===== config.mk =====
export PLATFORM = sky130hd
export DESIGN_NAME = bftm_ram
export DESIGN_NICKNAME = d
export VERILOG_FILES = /design/src/sv/bftm_ram.sv
export SDC_FILE = /design/constraint.sdc
export NUM_CORES = 1
export LEC_CHECK = 0
export ABC_AREA = 1
export BUFFER_PORTS_ARGS = -buffer_cell sky130_fd_sc_hd__buf_2
export CAP_MARGIN = 10
export CELL_PAD_IN_SITES_DETAIL_PLACEMENT = 1
export CELL_PAD_IN_SITES_GLOBAL_PLACEMENT = 2
export CORE_MARGIN = 2
export CORE_UTILIZATION = 40
export DETAILED_ROUTE_END_ITERATION = 7
export HOLD_SLACK_MARGIN = 0.15
export PLACE_DENSITY = 0.81
export SKIP_CTS_REPAIR_TIMING = 1
export SLEW_MARGIN = 20
export SYNTH_ARGS = -nofsm -noshare
export SYNTH_HDL_FRONTEND = slang
export SYNTH_SLANG_ARGS = --single-unit

===== constraint.sdc =====
create_clock -name clk_i -period 1.4 [get_ports clk_i]
set_input_delay 0.21 -clock clk_i [delete_from_list [all_inputs] [get_ports clk_i]]
set_output_delay 0.21 -clock clk_i [all_outputs]
set_load 0.02 [all_outputs]

===== src/sv/bftm_ram.sv =====
// Generic single-port-write, single-port-read synchronous RAM, registered read.
// Standalone; no package needed.
module bftm_ram #(
  parameter int Width = 8,
  parameter int Depth = 16
) (
  input  logic                     clk_i,
  input  logic                     we_i,
  input  logic [$clog2(Depth)-1:0] waddr_i,
  input  logic [Width-1:0]         wdata_i,
  input  logic [$clog2(Depth)-1:0] raddr_i,
  output logic [Width-1:0]         rdata_o
);
  logic [Width-1:0] mem_q [Depth];

  always_ff @(posedge clk_i) begin
    if (we_i) mem_q[waddr_i] <= wdata_i;
    rdata_o <= mem_q[raddr_i];
  end
endmodule

* After elaboration in Yosys (flattened, before gate mapping)
Memory sizes are Yosys's and may differ from the RTL's. A register that Yosys moved wholly into a read port is not among the register bits.
Index checks and enable logic that the tools add are counted.
** Word-level totals
- Bits in registers :: 0
- Memory bits (writable) :: 128
- Input port bits :: 18
- Logic and storage cells :: 3
- Memories kept :: 1
** Memories
- mem_q :: words 16, width 8, rd ports 1, clocked after memory_dff 1, write ports 1, line 14 : logic [Width-1:0] mem_q [Depth];
** Operators by class
- Multiplexer cells :: 2
** Operators by type and width (number)
- 1-bit 2-to-1 mux :: 2

* Longest topological paths before layout
- Depth in word-level cells :: 2
- Mapped depth :: 8
- Depth with buffers taken out :: 7

* Least setup slack after synthesis
Ideal clock, no wire load.
- Path type :: input -> register
- Start point :: input port waddr_i[2]
- End point :: memory mem_q[10][0], enable pin
- Setup time :: 0.370 ns
- Arrival :: 0.791 ns
- Required time :: 1.030 ns
- Setup slack :: 0.239 ns
- Cell stages on the path :: 2
- Cell sequence :: nand3b_1 nor2_1
** RTL lines
- start, declared :: line 9 : input logic [$clog2(Depth)-1:0] waddr_i,
- end, declared :: line 14
Straight into the memory's write port.

* Worst setup path in the final report
- Start point :: register rdata_o[2] (read register of mem_q)
- End point :: output port rdata_o[2]
** RTL lines
- start, declared :: line 12 : output logic [Width-1:0] rdata_o
No word-level cell between the ends.

==> metrics.yaml <==
r2r-start: "mem_q[7][5]"
dr.first_iter.drc_count: 200
grt_max_degree: 38
crit_family: "flip-flops"
numCtsBuffers: 17
drv_cap: 0
max_slew.worst_pin.slew_ns: 0.406
setup.worst_path.start_class: "register"
final_util_pct: 49.1
internal-power_mw: 7.73
hp-start: "wdata_i[3]"
ant_nets: 0
grt_antenna_before_repair: 0
drc: 0
path_depth: 1
syn_to_final_growth_pct: 19.2
grt_pass1_vias: 4282
switching_power_mw: 2.06
synth-seq-cells: 136
die_y_um: 124
hold_viol: 0
gr-total-overflow: 0
leakage_nw: 3.00
numClockSinks: 136
most-common-layout-cells: "173 x nand2_1, 128 x edfxtp_1, 100 x inv_1"
finalClockSkew_ns: 0.00746
critPathKind: "reg2out"
syn_avg_cell_area_um2: 10.5
status: "finished, final reports clean"
hpwl_um: 9930
layout_commonest_cell: "nand2_1"
netlist_top_cells_area: "edfxtp_1 67%, nand2_1 11%, nand3_1 8.4%, inv_1 6.5%, dfxtp_1 2.8%"
clkPwrFrac_pct: 46.7
io-pin-count: 26
crit_required_ns: 1.19
firstDrtPassIters: 4
path_cells: "buf_2"
swShare_pct: 21.0
fin_nets: 622
vias_per_cell: 4.93
rr_endpoint: "rdata_o[5]"
rsz0062_at_grt: "no"
wl_um: 15000
cts_tree: "yes"
synth_area_leader_cell: "edfxtp_1"
setup_tns_ns: 0
final-seq-area_um2: 4000
finalSetupViolations: 0
fin_crit_sh_pct: 85.3
synth_top_area_share_pct: 66.7
netlist_area_um2: 5770
std_cell_rows: 43
period_needed_ns: 1.19
clock_latency_ns: 0.42
cts_max_path_buffers: 2
seqPwrFrac_pct: 46.8
ys_seq_area_share_pct: 69.4
critPathBufInv: 1
dieArea_um2: 15400
syn-num-nets: 569
wl_per_cell_um: 18.9
ys_warn_count: 0
synth_cell_types: 12
cts_max_level: 4
io_buffers: 25
rrSetupSlack_ns: 0.38
die_w_um: 124
hold_path.class: "in2reg"
power.density_nw_per_um2: 1420
gp_congestion: 0.800
antenna_cells: 0
relSlewSlack_pct: 73.0
ir_drop_mv: 0.851
whs_path_depth: 1
endpoint_kind: "output pin"
multiInputGateArea_um2: 1210
crit_path_top_delay_cell: "dfxtp_1"
start_util_pct: 41.2
vias: 3930
slowest_delay_ns: 0.38
arrival_ns: 0.98
combPwrFrac_pct: 6.5
critPathMaxFanout: 1
drive_gt1_share_pct: 14.3
grt_pass1_wl_um: 23600
reg2reg_depth: 6
drv_slew: 0
clkTransAtPathRegs_ns: 0.06
coreArea_um2: 14000
syn_inst: 551
root_buffer: "clkbuf_16"
worstHoldEndpoint: "mem_q[2][3]"
fmax_mhz: 837
track_usage_pct: 21.9
nFillCells: 1553
[cell type report]
class / count / area share, %
Sequential cell: 136 / 58.3
Clock inverter: 7 / 1.68
Tap cell: 180 / 3.28
Timing Repair Buffer: 58 / 6.34
Clock buffer: 25 / 7.21
Multi-Input combinational cell: 289 / 17.7
Inverter: 102 / 5.57
[worst max path at each step]
stage	startpoint	to	slack, ns
finish	rdata_o[2]	rdata_o[2]	0.21
detailed placement	raddr_i[0]	rdata_o[5]	0.11
CTS	rdata_o[2]	rdata_o[2]	0.15
global route	rdata_o[2]	rdata_o[2]	0.17
floorplan	waddr_i[2]	mem_q[10][0]	0.24
global placement	raddr_i[0]	rdata_o[5]	0.12
[cells by family after synthesis]
kind of cell / Yosys count / share of synthesized area (%)
flops: 136 / 69.4
buf+inv: 126 / 9.52
simple gates: 289 / 21.0
[stage by stage]
step	power [mW]	setup slack [ns]	cells	hold WS [ns]	cell area, um^2
floorplan	5.01	0.239	551	0.309	5770
global placement	5.28	0.123	765	0.626	6260
detailed placement	5.31	0.112	765	0.631	6260
CTS	9.88	0.151	797	0.192	6870
global route	10.1	0.170	797	0.202	6870
finish	9.79	0.206	797	0.195	6870
[Yosys cell counts (all sizes together)]
master / number
nand3: 97
nand2: 173
edfxtp: 128
nor2: 17
dfxtp: 8
inv: 102
buf: 24
nand3b: 2
[sequential cells by signal (all words and copies together), names as in the netlist]
register  count
rdata_o       8
mem_q       128
[metal layers]
metal / up-vias / track usage (%) / wire length (um)
li1: 1877 / - / -
met1: 1948 / 26.8 / 6220
met2: 84 / 37.7 / 7770
met3: 21 / 4.44 / 722
met4: 0 / 9.41 / 305
met5: - / 0 / 0
[power groups by stage]
stage / registers, mW / clock network [mW] / logic, mW
floorplan: 4.69 / 0 / 0.321
global placement: 4.66 / 0 / 0.619
detailed placement: 4.67 / 0 / 0.640
CTS: 4.59 / 4.64 / 0.646
global route: 4.59 / 4.80 / 0.707
finish: 4.58 / 4.57 / 0.635
No activity file was read; power rests on OpenSTA's default activity.
